===== src/rtl/core/dfva_pkg.sv =====
`timescale 1ns / 1ps
`default_nettype none

package dfva_pkg;

  localparam int unsigned MaxScenesDefault = 16;

  localparam int unsigned OpW     = 2;
  localparam int unsigned SceneW  = 4;
  localparam int unsigned FreqW   = 16;
  localparam int unsigned VotesW  = 8;
  localparam int unsigned KindW   = 2;
  localparam int unsigned CfgW    = 5;

  localparam logic [FreqW-1:0]  ForceTopMark = 16'hbacd;
  localparam logic [VotesW-1:0] VoteLimit    = 8'hff;

  localparam logic [OpW-1:0] OpVote    = 2'd0;
  localparam logic [OpW-1:0] OpUnvote  = 2'd1;
  localparam logic [OpW-1:0] OpSetFreq = 2'd2;
  localparam logic [OpW-1:0] OpRead    = 2'd3;

  localparam logic StatusOk     = 1'b0;
  localparam logic StatusBadIdx = 1'b1;

  localparam logic [KindW-1:0] ReqNone     = 2'd0;
  localparam logic [KindW-1:0] ReqSend     = 2'd1;
  localparam logic [KindW-1:0] ReqForceTop = 2'd2;
  localparam logic [KindW-1:0] ReqAutoSend = 2'd3;

  typedef struct packed {
    logic latch_cmd;
    logic rd_cmd_idx;
    logic res_invalid;
    logic modify;
    logic scan_clr;
    logic scan_issue;
    logic set_request;
    logic out_load;
  } dfva_cmd_t;

  typedef struct packed {
    logic idx_ok;
    logic is_read;
    logic scan_done;
    logic out_free;
  } dfva_sts_t;

endpackage

`default_nettype wire


===== src/rtl/core/dfva_ctrl.sv =====
`timescale 1ns / 1ps
`default_nettype none

module dfva_ctrl
  import dfva_pkg::*;
(
  input  wire logic      clk_i,
  input  wire logic      rst_ni,
  input  wire logic      in_valid_i,
  output logic           in_ready_o,
  input  wire dfva_sts_t sts_i,
  output dfva_cmd_t      cmd_o
);

  localparam logic [2:0] StIdle = 3'd0;
  localparam logic [2:0] StChk  = 3'd1;
  localparam logic [2:0] StMod  = 3'd2;
  localparam logic [2:0] StScan = 3'd3;
  localparam logic [2:0] StReq  = 3'd4;
  localparam logic [2:0] StDone = 3'd5;

  logic [2:0] state_q, state_d;

  always_comb begin
    state_d    = state_q;
    cmd_o      = '0;
    in_ready_o = 1'b0;
    unique case (state_q)
      StIdle: begin
        in_ready_o = 1'b1;
        if (in_valid_i) begin
          cmd_o.latch_cmd = 1'b1;
          state_d         = StChk;
        end
      end
      StChk: begin
        cmd_o.rd_cmd_idx = 1'b1;
        if (sts_i.idx_ok) begin
          state_d = StMod;
        end else begin
          cmd_o.res_invalid = 1'b1;
          state_d           = StDone;
        end
      end
      StMod: begin
        cmd_o.modify = 1'b1;
        if (sts_i.is_read) begin
          state_d = StDone;
        end else begin
          cmd_o.scan_clr = 1'b1;
          state_d        = StScan;
        end
      end
      StScan: begin
        if (!sts_i.scan_done) begin
          cmd_o.scan_issue = 1'b1;
        end else begin
          state_d = StReq;
        end
      end
      StReq: begin
        cmd_o.set_request = 1'b1;
        state_d           = StDone;
      end
      StDone: begin
        if (sts_i.out_free) begin
          cmd_o.out_load = 1'b1;
          state_d        = StIdle;
        end
      end
      default: begin
        state_d = StIdle;
      end
    endcase
  end

  always_ff @(posedge clk_i or negedge rst_ni) begin
    if (!rst_ni) begin
      state_q <= StIdle;
    end else begin
      state_q <= state_d;
    end
  end

endmodule

`default_nettype wire


===== config.mk =====
export PLATFORM = sky130hd
export DESIGN_NAME = dfva_ctrl
export DESIGN_NICKNAME = d
export VERILOG_FILES = /design/src/rtl/core/dfva_pkg.sv /design/src/rtl/core/dfva_ctrl.sv
export SDC_FILE = /design/constraint.sdc
export NUM_CORES = 1
export LEC_CHECK = 0
export ABC_AREA = 1
export BUFFER_PORTS_ARGS = -buffer_cell sky130_fd_sc_hd__buf_2
export CORE_AREA = 2 2 39 41
export DETAILED_ROUTE_END_ITERATION = 8
export DIE_AREA = 0 0 41 43
export SETUP_SLACK_MARGIN = 0.5
export SYNTH_ARGS = -nofsm -noshare
export SYNTH_HDL_FRONTEND = slang
export SYNTH_SLANG_ARGS = --single-unit

===== constraint.sdc =====
create_clock -name clk_i -period 1.58 [get_ports clk_i]
set_input_delay 0.079 -clock clk_i [delete_from_list [all_inputs] [get_ports clk_i]]
set_output_delay 0.079 -clock clk_i [all_outputs]
set_load 0.1 [all_outputs]

==> results of run 1 <==
-- critical path: cells and delay by family, from the launching register on --
kind                   cells  cell delay [ps]
buffers and inverters      3              430
DFF                        1              460
and+or+nand+nor            1              170
-- how the worst min path moves through the flow --
stage                     cells after the start  slack (ps)    endpoint      from
after global routing                          2         170  state_q[1]  sts_i[2]
final                                         2         150  state_q[1]  sts_i[2]
after global placement                        1        -120  state_q[1]    rst_ni
after floorplan                               0        -220  state_q[0]    rst_ni
after detailed placement                      1        -120  state_q[1]    rst_ni
after CTS                                     2         160  state_q[1]    rst_ni
-- layout by cell type (no fill, tap or decap) --
cell,count
buf_12,8
nor2_4,6
clkinvlp_4,6
buf_2,6
inv_1,4
nand2_1,4
buf_4,4
nand2_4,3
nand3_1,3
clkbuf_4,3
dfrtp_2,3
inv_4,2
nand2_2,2
buf_6,2
inv_2,1
nand3_4,1
nor4_4,1
nor2_1,1
o221ai_2,1
nand4_1,1
nor2_2,1
o21ai_0,1
clkbuf_1,1
dlygate4sd3_1,1
-- final cells by class --
class / instances / area share, %
tap: 16 / 2.97
sequential: 3 / 11.7
clock buffer: 4 / 3.90
inverter: 13 / 11.3
multi-input combinational: 25 / 32.5
timing repair buffer: 21 / 37.5
-- metrics by stage --
stage / utilization [%] / hold slack (ps) / setup slack (ps) / instances / cell area [um^2]
6_report: 48.6 / 147 / 199 / 82 / 673
5_1_grt: 48.6 / 169 / 161 / 82 / 673
4_1_cts: 43.7 / 164 / 241 / 80 / 604
3_5_place_dp: 38.2 / -122 / 320 / 72 / 529
3_3_place_gp: 38.2 / -125 / 356 / 72 / 529
2_1_floorplan: - / -217 / -40.9 / 41 / 314
-- per-layer routing --
metal	global-route usage [%]	wire length, um	vias up
met5	0	0	-
met4	4.00	0	0
met3	3.14	65	0
met2	16.9	548	11
met1	10.9	244	172
li1	-	-	176
-- cell families after synthesis --
| kind of cell | Yosys count | synth area share [%] |
|---|---|---|
| flip-flops | 3 | 29.8 |
| buffers and inverters | 13 | 19.4 |
| AO/OA/AOI/OAI | 2 | 5.47 |
| AND/OR/NAND/NOR | 23 | 45.3 |
-- what timing repair did --
| action | 4_1_cts | 5_1_grt |
|---|---|---|
| resized for setup | 6 | 13 |
| setup endpoints to repair | 11 | 12 |
| pin swaps | 0 | 5 |
| hold buffers | 1 | 0 |
| buffers inserted | 3 | 2 |
| hold endpoints to repair | 3 | 0 |
==> flow_metrics.py, run 1 <==
metrics = {
    "detailed_routing": {
        "remaining_drc_errors": 0,
        "drt_iter0_markers": 2,
        "wl_um": 858,
        "vias_per_cell": 4.38,
        "num_vias": 359,
        "postRouteAntennaNets": 0,
        "dr.pass1.iters": 3,
        "wl_per_cell_um": 10.5,
    },
    "logic_synthesis": {
        "synth.most_common_cell": "inv_1",
        "avgSynthCellArea_um2": 6.13,
        "ys_ff_latch": 3,
        "synth_top_cell_by_area": "dfrtp_1",
        "yosys_warnings": 0,
        "async_reset_ff_share_pct": 100,
        "synth_edf_count": 0,
        "synthTopCellsByCount": "10 x inv_1, 8 x nand2_1, 4 x nand3_1, 4 x nor2_1",
        "synth_nets": 48,
        "synthesis.area_um2": 251,
        "synth.area.top_cells": "dfrtp_1 30%, inv_1 15%, nand2_1 12%, nand3_1 8.0%, nor2_2 7.5%",
        "syn_inst": 41,
        "synth_ff_type": "dfrtp_1",
        "seq_area_frac_synth_pct": 29.9,
        "ys_types": 13,
        "yosysTopAreaCellShare_pct": 29.9,
    },
    "global_routing": {
        "antenna_found_initial": 0,
        "overflow": 0,
        "grt_pass1_vias": 328,
        "grt_pass1_wl_mm": 1.21,
        "grt_max_degree": 5,
        "grt_usage_pct": 10.0,
    },
    "cts": {
        "numCtsBuffers": 3,
        "htree_levels": 1,
        "path_clk_slew_ps": 40,
        "clock_path_buffers": 2,
        "cts_tree": "done",
        "insertion_delay_ps": 230,
        "clockRootBuffer": "clkbuf_4",
        "clock-sinks": 3,
    },
    "setup_path": {
        "worstSetupStartpoint": "state_q[2]",
        "cp-start-kind": "flop",
        "r2r_cells": 7,
        "cp_slowest_stage_delay_ps": 460,
        "cp.required_ps": 1500,
        "worstPathCellList": "inv_4, nand3_1, clkinvlp_4, buf_12",
        "critical_path.endpoint": "cmd_o[6]",
        "slowest_stage": "dfrtp_2",
        "crit_fanout": 4,
        "regToRegSetupSlack_ps": 370,
        "arrival_ps": 1300,
        "cp-end-kind": "primary output",
        "rr_endpoint": "state_q[0]",
        "r2r_start": "state_q[2]",
        "worstSetupPathType": "flop to primary output",
    },
    "final_layout": {
        "num-fill-cells": 136,
        "drive_above_1_share_pct": 75.8,
        "final_nets": 74,
        "largest-register": "state_q",
        "area_growth_pct": 168,
        "area.sequential_um2": 78.8,
        "multi_input_area_um2": 219,
        "largest_register_ffs": 3,
        "top_regs": "state_q: 3 flops",
        "diodes": 0,
    },
    "sta": {
        "hold_viol": 0,
        "timing.final.max_slew_violations": 0,
        "finalSetupTns_ps": 0,
        "fin_crit_sh_pct": 87.4,
        "rsz0062_at_grt": "true",
        "maxSlewHeadroom_pct": 86.7,
        "finalCriticalPeriod_ps": 1380,
        "tightest_slew_ps": 199,
        "fmax_mhz": 724,
        "fin_skew_ps": 0.689,
        "setup_viol": 0,
    },
    "run_status": {
        "status": "completed",
    },
    "flow_run": {
        "max_cap_viol_count": 0,
    },
    "floorplan": {
        "core_area_mm2": 0.00138,
        "dieArea_mm2": 0.00176,
        "die_y_um": 43,
        "start_util_pct": 18.2,
        "rows": 14,
        "die-width_um": 41,
        "pin_count": 16,
    },
    "place": {
        "port_buffers": 15,
        "place_hpwl_um": 574,
        "place_congestion": 0.674,
    },
    "hold_path": {
        "hp-class": "input port to flop",
    },
}
Power of run 1 is not shown: default switching activity piles up to over one toggle a cycle in this logic, so the estimate is an artifact.
==> inputs of run 2 (changes only) <==
Settings changed: ABC_AREA 1 to 0, CTS_BUF_LIST from default to sky130_fd_sc_hd__clkbuf_16.
==> run 2 against run 1 <==
  * Clock skew rose by 3.2 ps
  * Count of clock-buffer cells in the layout fell by 1
  * Cell count fell by 8.5%
  * Critical path depth fell by 1
  * Global-route usage rose by 0.25 points
  * Register-to-register slack got worse by 60 ps
  * Critical endpoint is now cmd_o[5]
  * Largest cell class unchanged
==> flow_metrics.py, run 2 <==
metrics = {
    "cts": {
        "insertion_delay_ps": 220,
        "clock-sinks": 3,
        "clock_path_buffers": 2,
        "clockRootBuffer": "clkbuf_16",
        "path_clk_slew_ps": 30,
        "numCtsBuffers": 3,
        "htree_levels": 1,
        "cts_tree": "done",
    },
    "sta": {
        "finalCriticalPeriod_ps": 1390,
        "rsz0062_at_grt": "true",
        "fmax_mhz": 720,
        "setup_viol": 0,
        "timing.final.max_slew_violations": 0,
        "maxSlewHeadroom_pct": 84.6,
        "tightest_slew_ps": 231,
        "fin_skew_ps": 3.93,
        "fin_crit_sh_pct": 87.9,
        "hold_viol": 0,
    },
    "detailed_routing": {
        "num_vias": 327,
        "postRouteAntennaNets": 0,
        "dr.pass1.iters": 3,
        "remaining_drc_errors": 0,
        "wl_um": 794,
        "drt_iter0_markers": 1,
        "vias_per_cell": 4.36,
        "wl_per_cell_um": 10.6,
    },
    "logic_synthesis": {
        "async_reset_ff_share_pct": 100,
        "ys_ff_latch": 3,
        "synth_nets": 38,
        "synthesis.area_um2": 249,
        "synth_top_cell_by_area": "dfrtp_1",
        "synth_edf_count": 0,
        "yosysTopAreaCellShare_pct": 30.2,
        "synth.area.top_cells": "dfrtp_1 30%, and2_1 7.5%, nor2b_1 7.5%, o32ai_2 6.5%, nand2b_1 5.0%",
        "yosys_warnings": 0,
        "ys_types": 19,
        "synth_ff_type": "dfrtp_1",
        "seq_area_frac_synth_pct": 30.2,
        "synthTopCellsByCount": "3 x and2_1, 3 x dfrtp_1, 3 x nand2_1, 3 x nor2_1, 3 x nor2b_1",
        "syn_inst": 31,
        "avgSynthCellArea_um2": 8.03,
    },
    "global_routing": {
        "grt_max_degree": 9,
        "grt_pass1_vias": 296,
        "grt_pass1_wl_mm": 1.19,
        "grt_usage_pct": 10.3,
        "antenna_found_initial": 0,
        "overflow": 0,
    },
    "final_layout": {
        "final_cell_mix": "9 x buf_12, 6 x buf_2, 6 x buf_6",
        "largest_register_ffs": 3,
        "largest-register": "state_q",
        "top_regs": "state_q: 3 flops",
        "area_growth_pct": 196,
        "final_cell_count_no_fill": 75,
        "final_nets": 67,
        "diodes": 0,
        "drive_above_1_share_pct": 74.6,
        "final_common_cell": "buf_12",
    },
    "setup_path": {
        "rr_endpoint": "state_q[2]",
        "cp.required_ps": 1500,
        "regToRegSetupSlack_ps": 310,
        "worstSetupPathType": "flop to primary output",
        "r2r_start": "state_q[1]",
        "cp-start-kind": "flop",
        "r2r_cells": 5,
        "cp-end-kind": "primary output",
        "crit_fanout": 8,
        "arrival_ps": 1310,
    },
    "hold_path": {
        "hold_start": "sts_i[3]",
        "hold_path_end": "state_q[1]",
        "whs_path_depth": 2,
        "hp-class": "input port to flop",
    },
    "floorplan": {
        "core_area_mm2": 0.00138,
        "start_util_pct": 18.0,
        "die-width_um": 41,
        "die_y_um": 43,
        "pin_count": 16,
        "rows": 14,
        "dieArea_mm2": 0.00176,
    },
    "place": {
        "place_hpwl_um": 536,
        "dp.cells": 63,
        "port_buffers": 15,
        "place_congestion": 0.800,
    },
    "run_status": {
        "status": "completed",
    },
    "flow_run": {
        "max_cap_viol_count": 0,
    },
}
run 2: changes by cell type after synthesis, moves of 2 or more:
| cell | change |
|---|---|
| and2_1 | +3 |
| inv_1 | -9 |
| nand2b_1 | +2 |
| nand3_1 | -4 |
| a21oi_1 | +2 |
| nand2_1 | -5 |
| nor2_2 | -3 |
| inv_2 | -3 |
| nor2b_1 | +3 |
run 2: cell type report:
| class | instances | area [um^2] |
|---|---|---|
| fillers | 121 | 647 |
| repair buffers | 25 | 310 |
| flip-flops and latches | 3 | 78.8 |
| clock buffers | 3 | 75.1 |
| multi-input cells | 26 | 245 |
| clock inverters | 1 | 3.75 |
| well taps | 16 | 20.0 |
| inverters | 1 | 3.75 |
run 2: through the flow:
| stage | util [%] | instance area (um^2) | hold WS [ps] | TNS (ps) | worst slack [ps] |
|---|---|---|---|---|---|
| 2_1_floorplan | - | 318 | -217 | -1910 | -539 |
| 3_3_place_gp | 39.9 | 552 | -125 | 0 | 331 |
| 3_5_place_dp | 39.9 | 552 | -124 | 0 | 307 |
| 4_1_cts | 52.4 | 724 | 89.4 | 0 | 207 |
| 5_1_grt | 53.3 | 737 | 117 | 0 | 145 |
| 6_report | 53.3 | 737 | 95.6 | 0 | 192 |
run 2: metal layers:
metal	track usage [%]	vias up	wire length [um]	part of all wire, %
met5	0	-	0	0
met4	2.00	0	0	0
met3	4.71	0	29	3.7
met2	17.8	8	451	57
met1	10.8	154	313	39
li1	-	165	-	-
run 2: timing repair:
| action | 4_1_cts | 5_1_grt |
|---|---|---|
| setup endpoints to repair | 12 | 12 |
| hold buffers | 1 | 0 |
| buffers inserted | 6 | 1 |
| resized for setup | 11 | 1 |
| hold endpoints to repair | 3 | 0 |
| pin swaps | 7 | 0 |
run 2: worst max path at each step:
stage	start	to	slack (ps)	cells after the start
5_1_grt	state_q[1]	cmd_o[5]	140	3
3_3_place_gp	state_q[2]	cmd_o[3]	330	3
4_1_cts	state_q[0]	cmd_o[3]	210	3
6_report	state_q[1]	cmd_o[5]	190	3
3_5_place_dp	state_q[2]	cmd_o[3]	310	3
2_1_floorplan	state_q[2]	state_q[0]	-540	4
run 2: critical path, cell delays in order, from the launching register on:
cell and delay [ps]:
dfrtp_2 480, nor3b_4 240, and2_4 200, buf_12 170
run 2: cells by family after synthesis:
family | count (synthesis) | share of synthesized area (%)
and+or+nand+nor | 19 | 45.7
AOI/OAI and AO/OA | 7 | 20.6
DFF | 3 | 30.1
buffers and inverters | 2 | 3.51
Power of run 2 is left out for the same reason.
==> inputs of run 3 (changes only) <==
Settings changed: RECOVER_POWER from default to 50.
==> run 3 against run 2 <==
  * Sequential share of layout area shrank 0.13 points
  * Flip-flop and latch count is the same
  * Core utilization shrank 0.18 points
  * First-iteration DRC count is the same
  * Count of clock-buffer cells in the layout is the same
  * Cell count is the same
  * Final area shrank 0.34%
  * Routed wire length shrank 0.25%
==> flow_metrics.py, run 3 (synthesis results as in run 2) <==
metrics = {
    "cts": {
        "numCtsBuffers": 3,
        "clockRootBuffer": "clkbuf_16",
        "clock_path_buffers": 2,
        "insertion_delay_ps": 220,
        "cts_tree": "done",
        "htree_levels": 1,
        "path_clk_slew_ps": 30,
        "clock-sinks": 3,
    },
    "setup_path": {
        "crit_fanout": 8,
        "cp.required_ps": 1500,
        "arrival_ps": 1370,
        "r2r_start": "state_q[1]",
        "rr_endpoint": "state_q[2]",
        "worstSetupPathType": "flop to primary output",
        "cp-end-kind": "primary output",
        "r2r_cells": 5,
        "regToRegSetupSlack_ps": 220,
        "cp-start-kind": "flop",
    },
    "global_routing": {
        "grt_max_degree": 9,
        "grt_usage_pct": 10.3,
        "grt_pass1_vias": 296,
        "antenna_found_initial": 0,
        "grt_pass1_wl_mm": 1.19,
        "overflow": 0,
    },
    "sta": {
        "fin_crit_sh_pct": 91.6,
        "finalCriticalPeriod_ps": 1450,
        "maxSlewHeadroom_pct": 72.5,
        "setup_viol": 0,
        "timing.final.max_slew_violations": 0,
        "fmax_mhz": 691,
        "hold_viol": 0,
        "fin_skew_ps": 3.93,
        "rsz0062_at_grt": "true",
        "tightest_slew_ps": 413,
        "whs_ps": 95.6,
    },
    "detailed_routing": {
        "num_vias": 328,
        "dr.pass1.iters": 3,
        "drt_iter0_markers": 1,
        "wl_per_cell_um": 10.6,
        "wl_um": 792,
        "postRouteAntennaNets": 0,
        "remaining_drc_errors": 0,
        "vias_per_cell": 4.37,
    },
    "final_layout": {
        "largest_register_ffs": 3,
        "diodes": 0,
        "largest-register": "state_q",
        "area_growth_pct": 195,
        "top_regs": "state_q: 3 flops",
        "final_common_cell": "buf_12",
        "num-fill-cells": 123,
        "final_nets": 67,
        "final_cell_mix": "9 x buf_12, 6 x buf_6, 5 x buf_2",
        "drive_above_1_share_pct": 71.2,
    },
    "place": {
        "place_congestion": 0.800,
        "port_buffers": 15,
        "place_hpwl_um": 536,
    },
    "floorplan": {
        "pin_count": 16,
        "core_area_mm2": 0.00138,
        "die_y_um": 43,
        "die-width_um": 41,
        "start_util_pct": 18.0,
        "dieArea_mm2": 0.00176,
        "rows": 14,
    },
    "hold_path": {
        "hold_start": "sts_i[3]",
        "hold_path_end": "state_q[1]",
        "hp-class": "input port to flop",
        "whs_path_depth": 2,
    },
    "flow_run": {
        "max_cap_viol_count": 0,
    },
    "run_status": {
        "status": "completed",
    },
}
==> run 3: changes by cell type in the layout (fill, tap and decap cells not counted) <==
| cell | change |
|---|---|
| buf_2 | -1 |
| dfrtp_1 | +1 |
| clkbuf_1 | +1 |
| dfrtp_2 | -1 |
==> run 3: through the flow <==
stage	utilization (%)	cell area (um^2)	setup TNS, ps	instances	setup slack (ps)
finish	53.1	734	0	75	133
global route	53.1	734	0	75	73.9
CTS	52.4	724	0	74	207
detailed placement	39.9	552	0	63	307
global placement	39.9	552	0	63	331
floorplan	-	318	-1910	31	-539
==> run 3: cell type report <==
type | instances | area, um^2 | share of cell area, %
repair buffers | 25 | 309 | 42.1
multi-input cells | 26 | 245 | 33.4
flip-flops and latches | 3 | 77.6 | 10.6
clock buffers | 3 | 75.1 | 10.2
well taps | 16 | 20.0 | 2.73
clock inverters | 1 | 3.75 | 0.511
inverters | 1 | 3.75 | 0.511
==> run 3: metal layers <==
layer	routed length [um]	vias to the layer above	track usage, %
met5	0	-	0
met4	0	0	2.00
met2	451	8	17.8
met1	311	155	10.8
li1	-	165	-
met3	29	0	4.71
==> run 3: worst max-delay path by stage <==
stage	start	endpoint	slack (ps)	cells past startpoint
floorplan	state_q[2]	state_q[0]	-540	4
finish	state_q[1]	cmd_o[5]	130	3
detailed placement	state_q[2]	cmd_o[3]	310	3
global route	state_q[1]	cmd_o[5]	70	3
CTS	state_q[0]	cmd_o[3]	210	3
global placement	state_q[2]	cmd_o[3]	330	3
==> run 3: what timing repair did <==
item | 4_1_cts | 5_1_grt
pin swaps | 7 | 0
hold buffers | 1 | 0
setup buffers | 6 | 1
endpoints found under the hold margin | 3 | 0
setup endpoints to repair | 12 | 12
gates resized for setup | 11 | 1
==> run 3: worst max-delay path, cell delays in order (launching register included) <==
cell and delay, ps:
dfrtp_1 510, nor3b_4 270, and2_4 200, buf_12 170
Power of run 3 is left out for the same reason.
